==> config.mk <==
export PLATFORM = sky130hd
export DESIGN_NAME = query_language_lexer
export DESIGN_NICKNAME = d
export VERILOG_FILES = /design/src/rtl/qll_pkg.sv /design/src/rtl/qll_kwmatch.sv /design/src/rtl/qll_core.sv /design/src/rtl/qll_outbuf.sv /design/src/rtl/query_language_lexer.sv
export SDC_FILE = /design/constraint.sdc
export NUM_CORES = 1
export LEC_CHECK = 0
export BUFFER_PORTS_ARGS = -buffer_cell sky130_fd_sc_hd__buf_2
export CELL_PAD_IN_SITES_DETAIL_PLACEMENT = 0
export CELL_PAD_IN_SITES_GLOBAL_PLACEMENT = 1
export CORE_MARGIN = 2
export CORE_UTILIZATION = 45
export CTS_CLUSTER_SIZE = 40
export DETAILED_ROUTE_END_ITERATION = 16
export HOLD_SLACK_MARGIN = 0.12
export PLACE_DENSITY_LB_ADDON = 0.3
export REMOVE_ABC_BUFFERS = 1
export SETUP_SLACK_MARGIN = 0.1
export SLEW_MARGIN = 0
export SYNTH_ARGS = -nofsm -noshare
export SYNTH_HDL_FRONTEND = slang
export SYNTH_SLANG_ARGS = --single-unit
==> constraint.sdc <==
create_clock -name i_clk -period 6.5 [get_ports i_clk]
set_input_delay 1.3 -clock i_clk [delete_from_list [all_inputs] [get_ports i_clk]]
set_output_delay 1.3 -clock i_clk [all_outputs]
set_load 0.005 [all_outputs]
==> src/rtl/qll_pkg.sv <==
// Shared types, token codes and keyword table for the query language lexer.
// No dependencies; every other file of the block imports this package.
package qll_pkg;

    // Width of the running token length; it saturates at all ones.
    localparam int LEN_BITS    = 16;
    localparam int KW_MAX      = 12;
    localparam int KW_COUNT    = 52;
    localparam int KW_IDX_BITS = $clog2(KW_MAX);
    localparam int MAX_RES     = 3;
    localparam int KIND_BITS   = 7;

    localparam logic [LEN_BITS-1:0] LEN_MAX = {LEN_BITS{1'b1}};

    typedef logic [KIND_BITS-1:0] t_kind;
    typedef logic [LEN_BITS-1:0]  t_len;

    // Token codes below the keyword range.
    localparam t_kind K_SPACE   = 7'd0;
    localparam t_kind K_MINUS   = 7'd1;
    localparam t_kind K_QM      = 7'd2;
    localparam t_kind K_LP      = 7'd3;
    localparam t_kind K_RP      = 7'd4;
    localparam t_kind K_LB      = 7'd5;
    localparam t_kind K_RB      = 7'd6;
    localparam t_kind K_LC      = 7'd7;
    localparam t_kind K_RC      = 7'd8;
    localparam t_kind K_SEMI    = 7'd9;
    localparam t_kind K_PLUS    = 7'd10;
    localparam t_kind K_STAR    = 7'd11;
    localparam t_kind K_SLASH   = 7'd12;
    localparam t_kind K_REM     = 7'd13;
    localparam t_kind K_EQ      = 7'd14;
    localparam t_kind K_EQEQ    = 7'd15;
    localparam t_kind K_EQ3     = 7'd16;
    localparam t_kind K_LT      = 7'd17;
    localparam t_kind K_LE      = 7'd18;
    localparam t_kind K_NE      = 7'd19;
    localparam t_kind K_LSHIFT  = 7'd20;
    localparam t_kind K_GT      = 7'd21;
    localparam t_kind K_GE      = 7'd22;
    localparam t_kind K_RSHIFT  = 7'd23;
    localparam t_kind K_URSHIFT = 7'd24;
    localparam t_kind K_BANG    = 7'd25;
    localparam t_kind K_NE3     = 7'd26;
    localparam t_kind K_BITOR   = 7'd27;
    localparam t_kind K_OR      = 7'd28;
    localparam t_kind K_BITAND  = 7'd29;
    localparam t_kind K_AND     = 7'd30;
    localparam t_kind K_BITNOT  = 7'd31;
    localparam t_kind K_COMMA   = 7'd32;
    localparam t_kind K_COLON   = 7'd33;
    localparam t_kind K_STRING  = 7'd34;
    localparam t_kind K_DOT     = 7'd35;
    localparam t_kind K_INTEGER = 7'd36;
    localparam t_kind K_FLOAT   = 7'd37;
    localparam t_kind K_ID      = 7'd38;
    localparam t_kind K_ILLEGAL = 7'd39;

    // Lexer modes, one-hot.
    typedef enum logic [26:0] {
        M_IDLE      = 27'd1 << 0,
        M_SPACE     = 27'd1 << 1,
        M_MINUS1    = 27'd1 << 2,
        M_LINE      = 27'd1 << 3,
        M_SLASH1    = 27'd1 << 4,
        M_SLASHSTAR = 27'd1 << 5,
        M_BLOCK     = 27'd1 << 6,
        M_BLOCKSTAR = 27'd1 << 7,
        M_EQ1       = 27'd1 << 8,
        M_EQ2       = 27'd1 << 9,
        M_LT1       = 27'd1 << 10,
        M_GT1       = 27'd1 << 11,
        M_GT2       = 27'd1 << 12,
        M_BANG1     = 27'd1 << 13,
        M_BANG2     = 27'd1 << 14,
        M_BAR1      = 27'd1 << 15,
        M_AMP1      = 27'd1 << 16,
        M_STR       = 27'd1 << 17,
        M_DOT1      = 27'd1 << 18,
        M_INT       = 27'd1 << 19,
        M_FRAC      = 27'd1 << 20,
        M_EXP1      = 27'd1 << 21,
        M_EXP2P     = 27'd1 << 22,
        M_EXP2M     = 27'd1 << 23,
        M_EXPD      = 27'd1 << 24,
        M_BAD       = 27'd1 << 25,
        M_WORD      = 27'd1 << 26
    } t_mode;

    // Byte given back after a flush and lexed again.
    typedef enum logic [1:0] {
        REP_NONE,
        REP_STAR,
        REP_PLUS,
        REP_MINUS
    } t_rep;

    typedef struct packed {
        logic  last;
        t_kind kind;
        t_len  len;
    } t_tok;

    // All tokens produced by one accepted byte.
    typedef struct packed {
        logic [1:0]          cnt;
        t_tok [MAX_RES-1:0]  tok;
    } t_results;

    typedef logic [KW_MAX-1:0][7:0] t_wordbuf;

    // Keyword table: text (right-justified literal), length and token code.
    localparam logic [8*KW_MAX-1:0] KW_TEXT [KW_COUNT] = '{
        "BEGIN", "INTO", "ORDER", "ROLLBACK", "ELSE", "SELECT", "GROUP",
        "UPDATE", "EACH", "HAVING", "GLOB", "BY", "WITHIN", "INSERT", "ALL",
        "LIMIT", "ASC", "ASCENDING", "ASYNC", "ASYNCHRONOUS", "AS",
        "SYNCHRONOUS", "SYNC", "COLLATE", "EXISTS", "COLLECTION", "NULL",
        "CREATE", "EXCEPT", "DELETE", "DESC", "DESCENDING", "DROP", "PRAGMA",
        "FLATTEN", "NOT", "IF", "FROM", "ILIKE", "LIKE", "UNION", "VALUE",
        "WHERE", "in", "null", "COMMIT", "DISTINCT", "INTERSECT", "OFFSET",
        "SET", "false", "true"
    };

    localparam logic [4:0] KW_LEN [KW_COUNT] = '{
        5'd5, 5'd4, 5'd5, 5'd8, 5'd4, 5'd6, 5'd5, 5'd6, 5'd4, 5'd6, 5'd4,
        5'd2, 5'd6, 5'd6, 5'd3, 5'd5, 5'd3, 5'd9, 5'd5, 5'd12, 5'd2, 5'd11,
        5'd4, 5'd7, 5'd6, 5'd10, 5'd4, 5'd6, 5'd6, 5'd6, 5'd4, 5'd10, 5'd4,
        5'd6, 5'd7, 5'd3, 5'd2, 5'd4, 5'd5, 5'd4, 5'd5, 5'd5, 5'd5, 5'd2,
        5'd4, 5'd6, 5'd8, 5'd9, 5'd6, 5'd3, 5'd5, 5'd4
    };

    localparam t_kind KW_CODE [KW_COUNT] = '{
        7'd40, 7'd41, 7'd42, 7'd43, 7'd44, 7'd45, 7'd46, 7'd47, 7'd48, 7'd49,
        7'd50, 7'd51, 7'd52, 7'd53, 7'd54, 7'd55, 7'd56, 7'd56, 7'd57, 7'd57,
        7'd58, 7'd59, 7'd59, 7'd60, 7'd61, 7'd62, 7'd63, 7'd64, 7'd65, 7'd66,
        7'd67, 7'd67, 7'd68, 7'd69, 7'd48, 7'd70, 7'd71, 7'd72, 7'd73, 7'd50,
        7'd74, 7'd75, 7'd76, 7'd77, 7'd63, 7'd78, 7'd79, 7'd80, 7'd81, 7'd82,
        7'd83, 7'd84
    };

    function automatic logic is_digit(input logic [7:0] c);
        return (c >= "0") && (c <= "9");
    endfunction

    function automatic logic is_space(input logic [7:0] c);
        return (c == " ") || ((c >= 8'h09) && (c <= 8'h0D));
    endfunction

    function automatic logic is_ident(input logic [7:0] c);
        return is_digit(c) || ((c >= "A") && (c <= "Z")) ||
               ((c >= "a") && (c <= "z")) || (c == "_") || c[7];
    endfunction

endpackage

==> src/rtl/qll_kwmatch.sv <==
// Parallel keyword compare of the identifier buffer against the keyword table.
// Depends on qll_pkg for the table and buffer type.
module qll_kwmatch
    import qll_pkg::*;
(
    input  t_wordbuf i_buf,
    input  t_len     i_len,
    output t_kind    o_kind
);

    // Every keyword is compared at once; short or over-long words stay identifiers.
    always_comb begin
        logic found;
        logic hit;
        int   pos;
        found  = 1'b0;
        o_kind = K_ID;
        for (int k = 0; k < KW_COUNT; k++) begin
            hit = (i_len == LEN_BITS'(KW_LEN[k]));
            for (int b = 0; b < KW_MAX; b++) begin
                if (b < int'(KW_LEN[k])) begin
                    pos = 8 * (int'(KW_LEN[k]) - 1 - b);
                    hit = hit && (i_buf[b] == KW_TEXT[k][pos +: 8]);
                end
            end
            if (hit && !found && (i_len >= LEN_BITS'(2))) begin
                found  = 1'b1;
                o_kind = KW_CODE[k];
            end
        end
    end

endmodule

==> src/rtl/qll_core.sv <==
// Lexer state registers and the per-byte next-state and token logic.
// Depends on qll_pkg and instantiates qll_kwmatch.
module qll_core
    import qll_pkg::*;
(
    input  logic       i_clk,
    input  logic       i_rst_n,
    input  logic       i_accept,
    input  logic [7:0] i_byte,
    input  logic       i_end,
    output t_results   o_res
);

    t_mode    r_mode, n_mode;
    t_len     r_len, n_len;
    logic     r_esc, n_esc;
    t_wordbuf r_buf;
    logic     buf_we;
    logic [KW_IDX_BITS-1:0] buf_idx;
    t_kind    word_kind;

    qll_kwmatch u_kwmatch (
        .i_buf  (r_buf),
        .i_len  (r_len),
        .o_kind (word_kind)
    );

    // Token and state update for one byte: continue, or flush, replay and restart.
    always_comb begin
        t_tok       tk [MAX_RES];
        logic [1:0] cnt;
        logic       do_flush;
        logic       do_start;
        t_len       grown;
        t_kind      fl_kind;
        t_len       fl_len;
        t_rep       fl_rep;
        logic       st_emit;
        t_kind      st_kind;
        t_mode      st_mode;

        cnt      = 2'd0;
        do_flush = 1'b0;
        do_start = 1'b0;
        n_mode   = r_mode;
        n_len    = r_len;
        n_esc    = r_esc;
        buf_we   = 1'b0;
        buf_idx  = '0;
        grown    = (r_len == LEN_MAX) ? r_len : r_len + LEN_BITS'(1);
        for (int i = 0; i < MAX_RES; i++) begin
            tk[i] = '0;
        end

        // Token that closes the open one as it stands.
        fl_len = r_len;
        fl_rep = REP_NONE;
        case (r_mode)
            M_SPACE, M_LINE, M_BLOCK, M_BLOCKSTAR: fl_kind = K_SPACE;
            M_MINUS1:    begin fl_kind = K_MINUS;  fl_len = LEN_BITS'(1); end
            M_SLASH1:    begin fl_kind = K_SLASH;  fl_len = LEN_BITS'(1); end
            M_SLASHSTAR: begin
                fl_kind = K_SLASH;
                fl_len  = LEN_BITS'(1);
                fl_rep  = REP_STAR;
            end
            M_EQ1:       begin fl_kind = K_EQ;     fl_len = LEN_BITS'(1); end
            M_EQ2:       begin fl_kind = K_EQEQ;   fl_len = LEN_BITS'(2); end
            M_LT1:       begin fl_kind = K_LT;     fl_len = LEN_BITS'(1); end
            M_GT1:       begin fl_kind = K_GT;     fl_len = LEN_BITS'(1); end
            M_GT2:       begin fl_kind = K_RSHIFT; fl_len = LEN_BITS'(2); end
            M_BANG1:     begin fl_kind = K_BANG;   fl_len = LEN_BITS'(1); end
            M_BANG2:     begin fl_kind = K_NE;     fl_len = LEN_BITS'(2); end
            M_BAR1:      begin fl_kind = K_BITOR;  fl_len = LEN_BITS'(1); end
            M_AMP1:      begin fl_kind = K_BITAND; fl_len = LEN_BITS'(1); end
            M_STR:       fl_kind = K_STRING;
            M_DOT1:      begin fl_kind = K_DOT;    fl_len = LEN_BITS'(1); end
            M_INT:       fl_kind = K_INTEGER;
            M_FRAC, M_EXPD: fl_kind = K_FLOAT;
            M_EXP1, M_BAD:  fl_kind = K_ILLEGAL;
            M_EXP2P, M_EXP2M: begin
                // The sign is given back; a saturated count stays saturated.
                fl_kind = K_ILLEGAL;
                if ((r_len != LEN_MAX) && (r_len != '0)) begin
                    fl_len = r_len - LEN_BITS'(1);
                end
                fl_rep = (r_mode == M_EXP2P) ? REP_PLUS : REP_MINUS;
            end
            M_WORD:      fl_kind = word_kind;
            default:     fl_kind = K_ILLEGAL;
        endcase

        // What the byte does as the first byte of a token.
        st_emit = 1'b1;
        st_mode = M_IDLE;
        st_kind = K_ILLEGAL;
        case (i_byte)
            " ", 8'h09, 8'h0A, 8'h0C, 8'h0D: begin st_emit = 1'b0; st_mode = M_SPACE; end
            "-":  begin st_emit = 1'b0; st_mode = M_MINUS1; end
            "/":  begin st_emit = 1'b0; st_mode = M_SLASH1; end
            "=":  begin st_emit = 1'b0; st_mode = M_EQ1;    end
            "<":  begin st_emit = 1'b0; st_mode = M_LT1;    end
            ">":  begin st_emit = 1'b0; st_mode = M_GT1;    end
            "!":  begin st_emit = 1'b0; st_mode = M_BANG1;  end
            "|":  begin st_emit = 1'b0; st_mode = M_BAR1;   end
            "&":  begin st_emit = 1'b0; st_mode = M_AMP1;   end
            "\"": begin st_emit = 1'b0; st_mode = M_STR;    end
            ".":  begin st_emit = 1'b0; st_mode = M_DOT1;   end
            "?":  st_kind = K_QM;
            "(":  st_kind = K_LP;
            ")":  st_kind = K_RP;
            "[":  st_kind = K_LB;
            "]":  st_kind = K_RB;
            "{":  st_kind = K_LC;
            "}":  st_kind = K_RC;
            ";":  st_kind = K_SEMI;
            "+":  st_kind = K_PLUS;
            "*":  st_kind = K_STAR;
            "%":  st_kind = K_REM;
            ",":  st_kind = K_COMMA;
            ":":  st_kind = K_COLON;
            "~":  st_kind = K_BITNOT;
            default: begin
                if (is_digit(i_byte)) begin
                    st_emit = 1'b0;
                    st_mode = M_INT;
                end else if (is_ident(i_byte)) begin
                    st_emit = 1'b0;
                    st_mode = M_WORD;
                end
            end
        endcase

        if (r_mode == M_IDLE) begin
            do_start = !i_end;
        end else if (i_end) begin
            do_flush = 1'b1;
        end else begin
            // Assume the byte closes the token; the arms below clear this.
            do_flush = 1'b1;
            do_start = 1'b1;
            case (r_mode)
                M_SPACE: begin
                    if (is_space(i_byte)) begin do_flush = 1'b0; n_len = grown; end
                end
                M_MINUS1: begin
                    if (i_byte == "-") begin
                        do_flush = 1'b0; n_mode = M_LINE; n_len = grown;
                    end
                end
                M_LINE: begin
                    if (i_byte != 8'h0A) begin do_flush = 1'b0; n_len = grown; end
                end
                M_SLASH1: begin
                    if (i_byte == "*") begin
                        do_flush = 1'b0; n_mode = M_SLASHSTAR; n_len = grown;
                    end
                end
                M_SLASHSTAR, M_BLOCK: begin
                    do_flush = 1'b0;
                    n_len    = grown;
                    n_mode   = (i_byte == "*") ? M_BLOCKSTAR : M_BLOCK;
                end
                M_BLOCKSTAR: begin
                    do_flush = 1'b0;
                    n_len    = grown;
                    n_mode   = (i_byte == "*") ? M_BLOCKSTAR : M_BLOCK;
                    if (i_byte == "/") begin
                        tk[cnt] = '{last: 1'b0, kind: K_SPACE, len: grown};
                        cnt     = cnt + 2'd1;
                        n_mode  = M_IDLE;
                        n_len   = '0;
                        n_esc   = 1'b0;
                    end
                end
                M_EQ1: begin
                    if (i_byte == "=") begin do_flush = 1'b0; n_mode = M_EQ2; end
                end
                M_EQ2, M_BANG2: begin
                    if (i_byte == "=") begin
                        do_flush = 1'b0;
                        tk[cnt]  = '{last: 1'b0,
                                     kind: (r_mode == M_EQ2) ? K_EQ3 : K_NE3,
                                     len: LEN_BITS'(3)};
                        cnt      = cnt + 2'd1;
                        n_mode   = M_IDLE;
                        n_len    = '0;
                    end
                end
                M_LT1: begin
                    if ((i_byte == "=") || (i_byte == ">") || (i_byte == "<")) begin
                        do_flush = 1'b0;
                        tk[cnt]  = '{last: 1'b0,
                                     kind: (i_byte == "=") ? K_LE :
                                           (i_byte == ">") ? K_NE : K_LSHIFT,
                                     len: LEN_BITS'(2)};
                        cnt      = cnt + 2'd1;
                        n_mode   = M_IDLE;
                        n_len    = '0;
                    end
                end
                M_GT1: begin
                    if (i_byte == "=") begin
                        do_flush = 1'b0;
                        tk[cnt]  = '{last: 1'b0, kind: K_GE, len: LEN_BITS'(2)};
                        cnt      = cnt + 2'd1;
                        n_mode   = M_IDLE;
                        n_len    = '0;
                    end else if (i_byte == ">") begin
                        do_flush = 1'b0;
                        n_mode   = M_GT2;
                    end
                end
                M_GT2: begin
                    if (i_byte == ">") begin
                        do_flush = 1'b0;
                        tk[cnt]  = '{last: 1'b0, kind: K_URSHIFT, len: LEN_BITS'(3)};
                        cnt      = cnt + 2'd1;
                        n_mode   = M_IDLE;
                        n_len    = '0;
                    end
                end
                M_BANG1: begin
                    if (i_byte == "=") begin do_flush = 1'b0; n_mode = M_BANG2; end
                end
                M_BAR1, M_AMP1: begin
                    if (((r_mode == M_BAR1) && (i_byte == "|")) ||
                        ((r_mode == M_AMP1) && (i_byte == "&"))) begin
                        do_flush = 1'b0;
                        tk[cnt]  = '{last: 1'b0,
                                     kind: (r_mode == M_BAR1) ? K_OR : K_AND,
                                     len: LEN_BITS'(2)};
                        cnt      = cnt + 2'd1;
                        n_mode   = M_IDLE;
                        n_len    = '0;
                    end
                end
                M_STR: begin
                    do_flush = 1'b0;
                    n_len    = grown;
                    if (r_esc) begin
                        n_esc = 1'b0;
                    end else if (i_byte == "\"") begin
                        tk[cnt] = '{last: 1'b0, kind: K_STRING, len: grown};
                        cnt     = cnt + 2'd1;
                        n_mode  = M_IDLE;
                        n_len   = '0;
                    end else if (i_byte == "\\") begin
                        n_esc = 1'b1;
                    end
                end
                M_DOT1: begin
                    if (is_digit(i_byte)) begin
                        do_flush = 1'b0; n_mode = M_FRAC; n_len = grown;
                    end
                end
                M_INT, M_FRAC: begin
                    if (is_digit(i_byte)) begin
                        do_flush = 1'b0; n_len = grown;
                    end else if ((i_byte == ".") && (r_mode == M_INT)) begin
                        do_flush = 1'b0; n_mode = M_FRAC; n_len = grown;
                    end else if ((i_byte == "e") || (i_byte == "E")) begin
                        do_flush = 1'b0; n_mode = M_EXP1; n_len = grown;
                    end else if (is_ident(i_byte)) begin
                        do_flush = 1'b0; n_mode = M_BAD; n_len = grown;
                    end
                end
                M_EXP1: begin
                    if (is_digit(i_byte)) begin
                        do_flush = 1'b0; n_mode = M_EXPD; n_len = grown;
                    end else if ((i_byte == "+") || (i_byte == "-")) begin
                        do_flush = 1'b0;
                        n_mode   = (i_byte == "+") ? M_EXP2P : M_EXP2M;
                        n_len    = grown;
                    end else if (is_ident(i_byte)) begin
                        do_flush = 1'b0; n_mode = M_BAD; n_len = grown;
                    end
                end
                M_EXP2P, M_EXP2M: begin
                    if (is_digit(i_byte)) begin
                        do_flush = 1'b0; n_mode = M_EXPD; n_len = grown;
                    end
                end
                M_EXPD: begin
                    if (is_digit(i_byte)) begin
                        do_flush = 1'b0; n_len = grown;
                    end else if (is_ident(i_byte)) begin
                        do_flush = 1'b0; n_mode = M_BAD; n_len = grown;
                    end
                end
                M_BAD: begin
                    if (is_ident(i_byte)) begin do_flush = 1'b0; n_len = grown; end
                end
                M_WORD: begin
                    if (is_ident(i_byte)) begin
                        do_flush = 1'b0;
                        n_len    = grown;
                        if (r_len < LEN_BITS'(KW_MAX)) begin
                            buf_we  = 1'b1;
                            buf_idx = r_len[KW_IDX_BITS-1:0];
                        end
                    end
                end
                default: begin
                    do_flush = 1'b0;
                    do_start = 1'b0;
                    n_mode   = M_IDLE;
                    n_len    = '0;
                    n_esc    = 1'b0;
                end
            endcase
            if (do_flush == 1'b0) begin
                do_start = 1'b0;
            end
        end

        // Close the token, then lex any byte it gives back.
        if (do_flush) begin
            tk[cnt] = '{last: 1'b0, kind: fl_kind, len: fl_len};
            cnt     = cnt + 2'd1;
            n_mode  = M_IDLE;
            n_len   = '0;
            n_esc   = 1'b0;
            case (fl_rep)
                REP_STAR: begin
                    tk[cnt] = '{last: 1'b0, kind: K_STAR, len: LEN_BITS'(1)};
                    cnt     = cnt + 2'd1;
                end
                REP_PLUS: begin
                    tk[cnt] = '{last: 1'b0, kind: K_PLUS, len: LEN_BITS'(1)};
                    cnt     = cnt + 2'd1;
                end
                REP_MINUS: begin
                    // A replayed minus followed by a minus opens a line comment.
                    if (!i_end && (i_byte == "-")) begin
                        n_mode   = M_LINE;
                        n_len    = LEN_BITS'(2);
                        do_start = 1'b0;
                    end else begin
                        tk[cnt] = '{last: 1'b0, kind: K_MINUS, len: LEN_BITS'(1)};
                        cnt     = cnt + 2'd1;
                    end
                end
                default: begin
                end
            endcase
        end

        // Lex the byte afresh.
        if (do_start) begin
            if (st_emit) begin
                tk[cnt] = '{last: 1'b0, kind: st_kind, len: LEN_BITS'(1)};
                cnt     = cnt + 2'd1;
            end else begin
                n_mode = st_mode;
                n_len  = LEN_BITS'(1);
                n_esc  = 1'b0;
                if (st_mode == M_WORD) begin
                    buf_we  = 1'b1;
                    buf_idx = '0;
                end
            end
        end

        o_res.cnt = cnt;
        for (int i = 0; i < MAX_RES; i++) begin
            o_res.tok[i]      = tk[i];
            o_res.tok[i].last = (cnt != 2'd0) && (2'(i) == (cnt - 2'd1));
        end
    end

    // State registers advance on each accepted byte.
    always_ff @(posedge i_clk) begin
        if (!i_rst_n) begin
            r_mode <= M_IDLE;
            r_len  <= '0;
            r_esc  <= 1'b0;
        end else if (i_accept) begin
            r_mode <= n_mode;
            r_len  <= n_len;
            r_esc  <= n_esc;
        end
    end

    // Identifier buffer, no reset.
    always_ff @(posedge i_clk) begin
        if (i_accept && buf_we) begin
            r_buf[buf_idx] <= i_byte;
        end
    end

endmodule

==> src/rtl/qll_outbuf.sv <==
// Result register for up to three tokens, drained one transfer per cycle while i_ready is high.
// Depends on qll_pkg for the token and result types.
module qll_outbuf
    import qll_pkg::*;
(
    input  logic     i_clk,
    input  logic     i_rst_n,
    input  logic     i_load,
    input  t_results i_res,
    output logic     o_can_load,
    output logic     o_valid,
    input  logic     i_ready,
    output t_tok     o_tok
);

    t_tok       r_q [MAX_RES];
    logic [1:0] r_cnt;
    logic       pop;

    assign pop        = (r_cnt != 2'd0) && i_ready;
    assign o_can_load = (r_cnt == 2'd0) || ((r_cnt == 2'd1) && i_ready);
    assign o_valid    = (r_cnt != 2'd0);
    assign o_tok      = r_q[0];

    // Occupancy count.
    always_ff @(posedge i_clk) begin
        if (!i_rst_n) begin
            r_cnt <= 2'd0;
        end else if (i_load && (i_res.cnt != 2'd0)) begin
            r_cnt <= i_res.cnt;
        end else if (pop) begin
            r_cnt <= r_cnt - 2'd1;
        end
    end

    // Token slots: load a new group or shift toward the head.
    always_ff @(posedge i_clk) begin
        if (i_load && (i_res.cnt != 2'd0)) begin
            for (int i = 0; i < MAX_RES; i++) begin
                r_q[i] <= i_res.tok[i];
            end
        end else if (pop) begin
            for (int i = 0; i < MAX_RES - 1; i++) begin
                r_q[i] <= r_q[i+1];
            end
        end
    end

endmodule

==> src/rtl/query_language_lexer.sv <==
// Query language lexer: takes one text byte per transfer and emits tokens.
// Depends on qll_pkg; instantiates qll_core and qll_outbuf.
//
// One byte (or the end marker on tlast) is taken per cycle while tready is high;
// each byte is lexed combinationally from the state register into a result
// register that holds the up to three tokens the byte closes. Tokens leave one
// per cycle while the output is ready, so a byte yielding two or more tokens
// holds the input while the result register drains; bytes yielding zero or one
// token then flow at one per cycle with no bubbles. Token length saturates at
// 65535, identifiers over 12 bytes are never keywords, and the last token of
// each byte carries tlast. No clearing pass is needed after reset.
module query_language_lexer
    import qll_pkg::*;
(
    input  logic        i_clk,
    input  logic        i_rst_n,
    input  logic        i_s_axis_tvalid,
    output logic        o_s_axis_tready,
    input  logic [7:0]  i_s_axis_tdata,   // [7:0] text_byte
    input  logic        i_s_axis_tlast,   // end_of_text
    output logic        o_m_axis_tvalid,
    input  logic        i_m_axis_tready,
    output logic [23:0] o_m_axis_tdata,   // [6:0] token_kind, [22:7] token_length
    output logic        o_m_axis_tlast    // last_of_run
);

    t_results res;
    t_tok     head;
    logic     can_load;
    logic     accept;

    assign o_s_axis_tready = can_load;
    assign accept          = i_s_axis_tvalid && can_load;

    qll_core u_core (
        .i_clk    (i_clk),
        .i_rst_n  (i_rst_n),
        .i_accept (accept),
        .i_byte   (i_s_axis_tdata),
        .i_end    (i_s_axis_tlast),
        .o_res    (res)
    );

    qll_outbuf u_outbuf (
        .i_clk      (i_clk),
        .i_rst_n    (i_rst_n),
        .i_load     (accept),
        .i_res      (res),
        .o_can_load (can_load),
        .o_valid    (o_m_axis_tvalid),
        .i_ready    (i_m_axis_tready),
        .o_tok      (head)
    );

    // Pack the head token for the output transfer.
    assign o_m_axis_tdata = {1'b0, head.len, head.kind};
    assign o_m_axis_tlast = head.last;

endmodule
==> run summary, run 1 <==
The number of failing hold endpoints at the final stage came out at 0. After technology mapping, the gate count stands at roughly 1,900. The net load switching power came out at around 1.4 mW. The final max-slew violation count was 0. The critical path starts at i_s_axis_tdata[5]. The filler cell count came out at between 3,000 and 4,000. Of all flip-flops after synthesis, the portion carrying an async set or reset was 0%. Setup repair after global routing left no endpoint under its margin. The summed instance area of the synthesized netlist came out at 15,600 um^2. The critical path is of the in -> reg type.

The register area share after synthesis came out at 35.2%. Power spread over the standard cell area amounts to roughly 230 nW/um^2. The flip-flop and latch area came out at between 5000 and 6000 um^2.

The clock-pin slew on the worst setup and hold paths is ~0.09 ns. In the synthesized netlist the dominant register cell turns out to be edfxtp_1. The share of total power dissipated in combinational logic is between 20 and 30%. The setup slack of the most critical reg-to-reg path came out at about 0.80 ns. The largest net degree at the start of global routing came out at 49. The via count of the first global-routing pass is roughly 15,000.

For the pin with the worst max-slew slack, the measured transition is around 1.3 ns. The length of the first detailed-routing pass in iterations is 6. The static leakage is roughly 5.5 nW. The vias per cell is between 7 and 8. The library cell used most frequently in the layout, excluding fill and tap cells, is nand2_1.

After layout, the worst path uses 89.6% of the clock period. The startpoint class of the critical path is a primary input. IR analysis of the VDD net gives a maximum drop of approximately 0.00023 V. Summed over all instances, the cell type with the most area after synthesis is edfxtp_1. The die footprint came out at between 30,000 and 40,000 um^2. Internal power comes to about 2.5 mW.

The global routing usage summed across all routing layers came out at between 40% and 50%. The area of the core region came out at approximately 34,000 um^2. The initial utilization of the core area, before any placement, comes to a little under half. The number of antenna violations at the first check in global routing came out at 2. The max-slew headroom at the worst pin came out at between 10% and 20%. The count of boundary I/O pins is 40. The area of placed instances is 16,400 um^2. The worst register-to-register path begins at u_core.r_mode[18]. The routed length per instance came out at approximately 32 um.

The number of library cell types mapped by synthesis is between 100 and 150. In this run the worst hold path is classified as reg -> reg. The layout-stage area growth over the synthesis result came out at 9.07%. The number of buffers added for setup after CTS is 0.

The clock network burns between 30% and 40% of the power. Setup violations remaining at the end of the flow were counted as 0. The overall overflow remaining after global route came out at 0. Across the routed clock network, the largest skew measured is between 0.01 and 0.015 ns.

Measured along the y axis, the die boundary spans about 190 um. The area share of the largest cell type after synthesis came out at 29.3%. The largest fanout on the critical path came out at 22. The flow ran to the end, and the final reports show no timing, DRC or antenna violations.

Data on the critical path is required at its endpoint by 6.86 ns. The clock sink count is roughly 200. The net total in the final layout is 1,886. The top achievable clock speed came out at between 150 and 200 MHz. The total number of placement rows came out at just under 70. Net switching is roughly 36% of the power.

Of the cells placed in the final design, the portion with a size suffix greater than 1 is between 10% and 20%. The number of DRC violations after detailed-routing iteration 0 is 2,644. The number of storage elements in the synthesis netlist is a little under 200. The number of H-tree branching levels came out at 4. The number of nets with antenna violations after detailed routing came out at 0. The clock latency on the worst-skew pair is 0.48 ns. The area of the multi-input gates came out at roughly 9400 um^2.

The shortest period the worst path allows came out at ~5.8 ns. The startpoint of the worst hold path is u_outbuf.r_q[0][24]. After clock tree synthesis, the repair step resized 0 gates. The number of enable-type register cells in the synthesized netlist is 152. The residual DRC count is 0. Max-cap violations in this run came to 0. The count of buffers inserted at the top-level ports is 38.

The last weighted congestion value of the routability-driven placer came out at 1.06. The area of all placed cells without fillers came out at 17,000 um^2. In the layout the commonest cells are nand2_1 (185), nor2_1 (180), edfxtp_1 (152).

In this run, post-CTS hold repair placed 0 buffers. In this run, flip-flops and latches consume between 40% and 50% of the power. The total of warnings raised by yosys is 0. The number of cells after detailed placement is about 2,300.

The width of the die came out at 190 um. The total wirelength of the detailed-routed design is 73,400 um. The number of clock buffers inserted by TritonCTS is 17. TritonCTS built the clock tree. The routed via count is between 15,000 and 20,000. The repair_antennas step left the layout with diodes totalling 0.

STA classifies the critical path endpoint as a flip-flop. The summed negative setup slack over all endpoints came out at 0 ns. By area the synthesized netlist is led by edfxtp_1 (29%), dfxtp_1 (5.9%), nand2_1 (4.5%), nor2_1 (4.3%), nor3_1 (3.3%). Detailed placement ended at an HPWL of between 50,000 and 60,000 um. CTS placed an instance of clkbuf_16 at the clock tree root.

The finished layout holds between 2,000 and 2,500 standard cells, fillers aside. The wire length of the first global-routing pass is between 100,000 and 150,000 um. The synthesized area per cell came out at ~8.4 um^2. The signal arrival time at the worst endpoint came out at 6.19 ns. The total power consumption of the routed design came out at roughly 3.8 mW. The maximum count of clock buffers along a single path is 2. The utilization after layout is 49.5%.
## power by group through the flow
| stage | Sequential [mW] | Combinational, mW | Clock, mW |
|---|---|---|---|
| finish | 1.63 | 1.05 | 1.16 |
| CTS | 1.63 | 1.03 | 1.16 |
| floorplan | 1.65 | 0.606 | 0 |
| detailed placement | 1.66 | 1.03 | 0 |
| global route | 1.64 | 1.11 | 1.21 |
| global placement | 1.65 | 1.01 | 0 |
## synth_stat cells, types with 13 or more instances
cell,instances
nand2_1,185
nor2_1,180
edfxtp_1,152
nor3_1,103
clkbuf_1,96
nand3_1,87
o21ai_0,83
nor4_1,82
a21oi_1,77
nand4_1,72
dfxtp_1,46
or4_1,43
inv_1,32
nand2b_1,30
or3_1,28
buf_4,24
mux2_4,24
nand4b_1,23
nor2b_1,22
a31oi_1,21
nor4b_1,18
and3_1,17
nor4bb_1,17
and2_1,15
o22ai_1,15
and4_1,14
or2_2,14
or4b_2,13
## worst max-delay path: stages
cell      delay (ns)
buf_2           0.33
or4b_1          0.69
or3_1           0.47
nor4_1          0.34
nand2b_1        0.18
o21ai_1         0.16
ha_1            0.34
o21ai_0         0.32
o22ai_4         0.16
ha_1            0.26
and4b_1         0.20
o31ai_2         0.31
nand2_1         0.55
nor2_1          0.29
a211o_1         0.13
mux2_4          0.13
## registers in the layout (all words and copies together) (netlist names)
| name | count |
|---|---|
| u_core.r_buf | 96 |
| u_outbuf.r_q | 56 |
| u_core.r_mode | 27 |
| u_core.r_len | 16 |
| u_outbuf.r_cnt | 2 |
| u_core.r_esc | 1 |
## worst paths after layout
check / cells after the start / to
max: 16 / u_outbuf.r_q[0][17]
min: 1 / u_outbuf.r_q[0][0]
max reg2reg: 16 / u_outbuf.r_q[0][17]
min reg2reg: 1 / u_outbuf.r_q[0][0]
## metrics by stage
step | worst slack [ns] | hold slack, ns
floorplan | 0.287 | 0.447
global route | 0.357 | 0.554
finish | 0.673 | 0.541
CTS | 0.824 | 0.531
global placement | 0.470 | 0.498
detailed placement | 0.305 | 0.512
## logic make-up after synthesis
kind of cell    after synthesis  synth area share, %
simple gates               1045                 38.4
compound gates              372                 16.3
flops                       198                 35.2
buf+inv                     165                 4.76
mux                          38                 3.25
xor+xnor                     19                 1.07
fa+ha+maj                    12                0.963
other cells                   1               0.0240
## cell type report
type / count / share of cell area, %
inverters: 33 / 0.728
flip-flops and latches: 198 / 32.3
well taps: 455 / 3.35
repair buffers: 108 / 4.36
multi-input cells: 1503 / 55.5
clock buffers: 17 / 2.50
clock inverters: 15 / 1.29
## per-layer routing
metal  track usage [%]  vias up  part of all wire, %
met5                 0        -                0.016
li1                  -     7238                    -
met3              8.14      219                   11
met4              21.4        2                  5.9
met2              60.2     1219                   43
met1              55.5     8172                   40
Note: power is estimated with default switching activity, not from simulation.
==> run 2, diff against run 1 <==
REMOVE_ABC_BUFFERS = default   (was 1)
==> run 2 against run 1 <==
Fmax rose by 2.7%. Sequential share of layout area rose by 0.071 points. The run now ends with capacitance limit left. Hold slack lost 0.0016 ns. Design area shrank 0.22%. Worst setup slack gained 0.16 ns. Via count is essentially flat. Sequential power about the same. Register-to-register slack better by 0.21 ns. Clock power down 4%. Non-clock buffer count unchanged. Flip-flop and latch count is the same.
==> run summary, run 2 (synthesis results as in run 1) <==
The final reports fail on capacitance limit. The via count of the first global-routing pass was 15,690 (+1.5%). The top cell types in the final layout, fill and taps aside, are nand2_1 (185), nor2_1 (180), edfxtp_1 (152). The last weighted congestion value of the routability-driven placer is 1.01 (-4.2%). The die footprint came out at 36,200 um^2 (unchanged). The critical path in this run is classified as in -> reg.

The number of H-tree branching levels was 4 (unchanged). The clock sink count is 198 (unchanged). In the final layout, the registers with the most flip-flops are u_core.r_buf x96, u_outbuf.r_q x56, u_core.r_mode x27. The net total in the final layout came out at 1,886 (unchanged). The summed negative setup slack over all endpoints is 0 ns (unchanged). The initial cell density of the core came out at 45.4% (unchanged).

The startpoint class of the critical path is a primary input. The path class of the tightest hold or removal check is reg -> reg. The flip-flop and latch area is 5490 um^2 (unchanged).

The worst-case setup slack after placement came to 0.410 ns (+0.105 ns). The largest net degree at the start of global routing is 41 (-16%). The total number of placement rows came out at 68 (unchanged). The flow ran to the end, but the final reports show violations. By instance count, the cell type seen most on the critical path is ha_1. The total power consumption of the routed design came to 3.80 mW (-1.2%). The residual DRC count is 0 (unchanged). The signal on the critical path passes through buf_2, or4b_1, or3_1, nor4_1, nand2b_1, o21ai_1, ha_1, o21ai_0, o22ai_4, ha_1, and4b_1, o31ai_2, nand2_1, a21oi_1, a211o_1, mux2_4. The stage delay of the slowest cell on the critical path came out at 0.78 ns (+0.09 ns). The areal power density over the cells came to 224 nW/um^2 (-1.0%). The count of boundary I/O pins is 40 (unchanged). The number of cells upsized or downsized after cts came out at 0 (unchanged). The height of the chip is 190 um (unchanged). The area of placed instances came out at 16,400 um^2 (about the same). The number of antenna violations at the first check in global routing came out at 0 (-2). The signal arrival time at the worst endpoint is 5.89 ns (-0.30 ns). The ratio of final minimum period to clock period came out at 87.3% (-2.4 points). The largest voltage drop on the vdd net came out at 0.000291 V (+29%). The count of buffers inserted at the top-level ports came out at 38 (unchanged). The final max-slew violation count came out at 0 (unchanged).

The final critical-path setup slack is 0.828 ns (+0.155 ns). The number of nets with antenna violations after detailed routing is 0 (unchanged). The number of flip-flops in the largest register is 96 (unchanged). CTS placed an instance of clkbuf_16 at the clock tree root. The CTS tree is done. The width of the die came out at 190 um (unchanged). The number of clock buffers inserted by TritonCTS came out at 17 (unchanged). The maximum count of clock buffers along a single path is 2 (unchanged).

The overall overflow remaining after global route came out at 0 (unchanged). The clock-pin slew on the worst setup and hold paths came out at 0.07 ns (-0.02 ns). The endpoint required time on the critical path is 6.72 ns (-0.14 ns). Counting flops per register, the top entry is u_core.r_buf.

The clock latency on the worst-skew pair was 0.48 ns (about the same). The static leakage is 5.48 nW (-0.56%). The max-slew headroom at the worst pin is 2.94% (-8.6 points). The largest fanout on the critical path is 12 (-45%). The number of failing hold endpoints at the final stage came to 0 (unchanged). The transition time of the tightest slew-check pin came to 1.42 ns (+0.100 ns). Compared with the post-synthesis result, the final layout area differs by 8.83%. The max-capacitance violation count is 1 (+1).

The detailed placer's ending HPWL is 57,200 um (+0.62%). The shortest period the worst path allows is 5.67 ns (-0.155 ns). Leaving out fill and tap cells, the most frequent cell in the layout is nand2_1. The number of buffers added for setup after CTS is 0 (unchanged). The vias per cell is 7.23 (about the same). The area of the multi-input gates came to 9450 um^2 (about the same). Setup repair after global routing left no endpoint under its margin. The length of the first detailed-routing pass in iterations was 6 (unchanged).

The area of the core region came to 34,400 um^2 (unchanged). The number of DRC violations after detailed-routing iteration 0 is 2,978 (+13%). The ratio of cells with drive above 1 in the final layout is 12.6% (+0.053 points). The setup-violating endpoint count in the final report came out at 0 (unchanged). The routed via count is 16,843 (-0.042%).

The utilization after layout is 49.4% (-0.11 points). The largest individual stage delay along the critical path comes from the cell or4b_1. The top achievable clock speed is 176 MHz (+2.7%). The total wirelength of the detailed-routed design is 74,100 um (+0.85%). The global routing usage summed across all routing layers came to 41.1% (+0.58 points). The final clock skew came out at 0.0185 ns (+0.00443 ns). The routed length per instance was 31.8 um (+0.85%). The wire length of the first global-routing pass is 108,000 um (+1.5%). The number of hold buffers added after cts was 0 (unchanged).

The area of all placed cells without fillers was 17,000 um^2 (-0.22%). STA classifies the critical path endpoint as a flip-flop. The filler cell count came to 3,352 (+0.36%).

The total inserted antenna cells is 0 (unchanged).
==> run 2: cell types whose count changed in the layout (fill, tap and decap cells not counted), moves of 2 or more <==
cell        delta
clkinvlp_4     +3
clkinv_8       -4
inv_8          +4
clkinv_4       +2
inv_12         -4
==> run 2: area by class of cell <==
cell class,instances,share of cell area (%)
Multi-Input combinational cell,1503,55.7
Sequential cell,198,32.3
Timing Repair Buffer,108,4.36
Tap cell,455,3.35
Clock buffer,17,2.51
Clock inverter,15,1.04
Inverter,33,0.730
==> run 2: final timing paths <==
path                                           from                   to  slack, ns  depth (start not counted)
worst max register to register    u_core.r_mode[20]  u_outbuf.r_q[0][18]       1.01                         14
worst min register to register  u_outbuf.r_q[0][25]   u_outbuf.r_q[0][1]       0.54                          1
worst max-delay path              i_s_axis_tdata[4]  u_outbuf.r_q[0][18]       0.83                         16
worst min-delay path            u_outbuf.r_q[0][25]   u_outbuf.r_q[0][1]       0.54                          1
==> run 2: critical path: cells and delay by family <==
kind,cells,cell delay [ns]
AOI/OAI and AO/OA,6,1.04
adders and majority gates,2,0.60
buffers and inverters,1,0.18
muxes,1,0.25
and+or+nand+nor,6,2.51
==> run 2: layer usage <==
metal | routed length (um) | GRT usage (%) | part of all wire, % | vias to the layer above
met5 | 0 | 0 | 0 | -
met3 | 7980 | 7.64 | 11 | 267
met4 | 5000 | 24.2 | 6.7 | 0
met1 | 29200 | 55.0 | 39 | 8109
met2 | 31900 | 61.8 | 43 | 1242
li1 | - | - | - | 7225
==> run 2: through the flow <==
step | hold slack (ns) | std cells
3_3_place_gp | 0.509 | 2297
4_1_cts | 0.534 | 2329
6_report | 0.539 | 2329
5_1_grt | 0.561 | 2329
2_1_floorplan | 0.447 | 1866
3_5_place_dp | 0.513 | 2297
==> run 2: where the power goes <==
group | total (mW) | switching (mW) | leakage, nW | internal, mW
registers | 1.62 | 0.0611 | 1.76 | 1.56
clock network | 1.11 | 0.561 | 0.286 | 0.553
logic | 1.06 | 0.688 | 3.43 | 0.374
total | 3.80 | 1.31 | 5.48 | 2.49
==> run 3, diff against run 2 <==
--- a/config.mk
+++ b/config.mk
@@ -10,3 +10,2 @@
 export CELL_PAD_IN_SITES_GLOBAL_PLACEMENT = 1
-export CORE_MARGIN = 2
 export CORE_UTILIZATION = 45
==> constraint.sdc (replaced) <==
create_clock -name i_clk -period 6.5 [get_ports i_clk]
set_input_delay 0.65 -clock i_clk [delete_from_list [all_inputs] [get_ports i_clk]]
set_output_delay 0.65 -clock i_clk [all_outputs]
set_load 0.005 [all_outputs]
==> run 3 against run 2 <==
The run now ends clean. Critical path depth decreased by 2. Hold slack got worse by 0.034 ns. Register-to-register slack got worse by 0.55 ns. Power decreased by 0.11%. Core utilization increased by 0.75 points. Wire length decreased by 4.8%. Flip-flop and latch count unchanged. Clock skew about the same. Highest routed layer is now met5.
==> run summary, run 3 (synthesis results as in run 1) <==
The run finished with clean final reports. The number of flip-flops in the largest register is 96 (unchanged). CTS placed an instance of clkbuf_16 at the clock tree root. The clock sink count came out at 198 (unchanged). The post-route non-filler standard cell count is 2,319 (-0.43%). The final clock skew is 0.0187 ns (+0.000237 ns). The slowest library cell on the worst path is nor4_1. The areal power density over the cells is 224 nW/um^2 (+0.11%). The largest fanout on the critical path came to 26 (+14). The net load switching power is 1.33 mW (+1.9%). The top achievable clock speed came out at 166 MHz (-6.1%). The number of hold buffers added after cts is 0 (unchanged). The number of failing hold endpoints at the final stage is 0 (unchanged). The number of H-tree branching levels is 4 (unchanged).

The ratio of cells with drive above 1 in the final layout was 12.4% (-0.19 points). The net total in the final layout came out at 1,882 (-0.21%). STA classifies the critical path endpoint as a flip-flop. The overall overflow remaining after global route is 0 (unchanged).

The stage delay of the slowest cell on the critical path came out at 0.81 ns (+0.03 ns). The CTS tree is done. The area of the core region is 33,800 um^2 (-1.7%). Walking the worst path, the cells encountered are nor4_1, nand3_1, buf_4, or2_1, a211o_1, nor2b_1, a31oi_2, nand3_1, ha_1, mux2_2, a21oi_1, buf_4, a21o_2, buf_12. The max-slew headroom at the worst pin came out at 16.6% (+14 points). The number of cells upsized or downsized after cts is 0 (unchanged). u_core.r_buf holds more flip-flops than any other register.

The last weighted congestion value of the routability-driven placer is 1.06 (+4.5%). The length of the first detailed-routing pass in iterations was 6 (unchanged). The maximum count of clock buffers along a single path is 2 (unchanged).

The ratio of final minimum period to clock period is 93.0% (+5.7 points). The height of the chip is 188 um (-1.1%). The final max-slew violation count was 0 (unchanged). The vias per cell came out at 7.24 (about the same). The total wirelength of the detailed-routed design came to 70,500 um (-4.8%). The area of all placed cells without fillers came to 16,900 um^2 (-0.22%).

The part of the power in the clock network came to 29.2% (about the same). The proportion of power drawn by combinational gates came out at 28.0% (about the same). In the final layout, the registers with the most flip-flops are u_core.r_buf x96, u_outbuf.r_q x56, u_core.r_mode x27. The count of buffers inserted at the top-level ports came out at 38 (unchanged). The part of the total power dissipated in sequential elements came out at 42.8% (about the same). The area of placed instances is 16,300 um^2 (-0.38%).

The via count of the first global-routing pass came out at 15,622 (-0.43%). The layout-stage area growth over the synthesis result came out at 8.59%. In the layout the commonest cells are nand2_1 (185), nor2_1 (179), edfxtp_1 (152). The die footprint came out at 35,400 um^2 (-2.1%).

The largest net degree at the start of global routing came out at 37 (-9.8%). Leaving out fill and tap cells, the most frequent cell in the layout is nand2_1. The clock-pin slew on the worst setup and hold paths came out at 0.09 ns (+0.02 ns). The summed negative setup slack over all endpoints came out at 0 ns (unchanged). The detailed placer's ending HPWL is 54,400 um (-4.8%).

The internal power summed over all cells is 2.46 mW (-1.2%). The static leakage came to 5.46 nW (-0.29%). The routed via count came out at 16,781 (-0.37%). The shortest period the worst path allows is 6.04 ns (+0.370 ns).

The initial cell density of the core was 46.2% (+0.79 points). The global routing usage summed across all routing layers was 39.8% (-1.2 points). The startpoint class of the critical path is a flip-flop. The number of buffers added for setup after CTS came out at 0 (unchanged). The signal arrival time at the worst endpoint is 6.21 ns (+0.32 ns). The number of nets with antenna violations after detailed routing came out at 0 (unchanged). The largest voltage drop on the vdd net is 0.000238 V (-18%). The width of the die came out at 188 um (-1.1%). The number of cells after detailed placement is 2,285 (-0.52%). The wire length of the first global-routing pass came out at 104,000 um (-3.5%).

The number of DRC violations after detailed-routing iteration 0 is 2,824 (-5.2%). The number of antenna violations at the first check in global routing came out at 2 (+2). The worst hold slack came to 0.506 ns (-0.0336 ns).

The setup-violating endpoint count in the final report is 0 (unchanged). Setup repair after global routing left no endpoint under its margin. The count of boundary I/O pins is 40 (unchanged). The clock latency on the worst-skew pair came out at 0.47 ns (about the same). The number of clock buffers inserted by TritonCTS was 17 (unchanged).

The max-capacitance violation count is 0 (-1). The routed length per instance came out at 30.4 um (-4.3%). The endpoint required time on the critical path came out at 6.67 ns (-0.05 ns). The fraction of power spent switching nets came out at 35.2% (+0.71 points). The transition time of the tightest slew-check pin is 1.24 ns (-0.179 ns). The residual DRC count came out at 0 (unchanged). The startpoint-to-endpoint class of the critical path is reg -> reg.

The worst hold path belongs to the class reg -> reg. The total number of placement rows was 67 (-1.5%).
run 3: cell count changes in the layout (fill, tap and decap cells not counted), moves of 2 or more:
cell,before,now
clkinv_8,1,6
buf_4,68,64
clkinv_4,2,0
clkinvlp_4,3,1
inv_8,5,3
run 3: through the flow:
stage,worst slack [ns],power [mW],utilization [%]
after floorplan,0.950,2.37,-
after global placement,0.694,2.68,48.3
after detailed placement,0.612,2.69,48.3
after CTS,0.619,3.78,50.1
after global routing,0.124,3.92,50.1
final,0.458,3.79,50.1
run 3: area by class of cell:
type	instances	area (um^2)
Antenna cell	1	2.50
Tap cell	448	561
Multi-Input combinational cell	1503	9450
Timing Repair Buffer	104	696
Clock inverter	15	194
Clock buffer	17	425
Sequential cell	198	5490
Inverter	33	124
Fill cell	3283	16900
run 3: power groups by stage:
stage	registers [mW]	clock network [mW]	logic, mW
after global placement	1.65	0	1.03
final	1.62	1.11	1.06
after detailed placement	1.65	0	1.04
after floorplan	1.63	0	0.743
after global routing	1.63	1.16	1.13
after CTS	1.62	1.12	1.04
run 3: path summary, 6_finish.rpt:
kind | from | endpoint | slack, ns | cells after the start
max reg2reg | u_core.r_mode[16] | u_outbuf.r_q[0][35] | 0.46 | 14
max | u_core.r_mode[16] | u_outbuf.r_q[0][35] | 0.46 | 14
min reg2reg | u_core.r_esc | u_core.r_esc | 0.51 | 1
min | u_core.r_esc | u_core.r_esc | 0.51 | 1
run 3: layer usage:
layer | share of wire [%] | track usage (%)
met5 | 0.013 | 0
met4 | 5.5 | 19.5
met3 | 12 | 9.04
met2 | 40 | 55.4
met1 | 42 | 57.5
run 3: worst max-delay path, delay by kind of cell (launching register included):
family          cells  cell delay (ns)
mux                 1             0.30
fa+ha+maj           1             0.42
buf+inv             3             0.77
simple gates        5             2.05
flops               1             0.37
compound gates      4             1.82
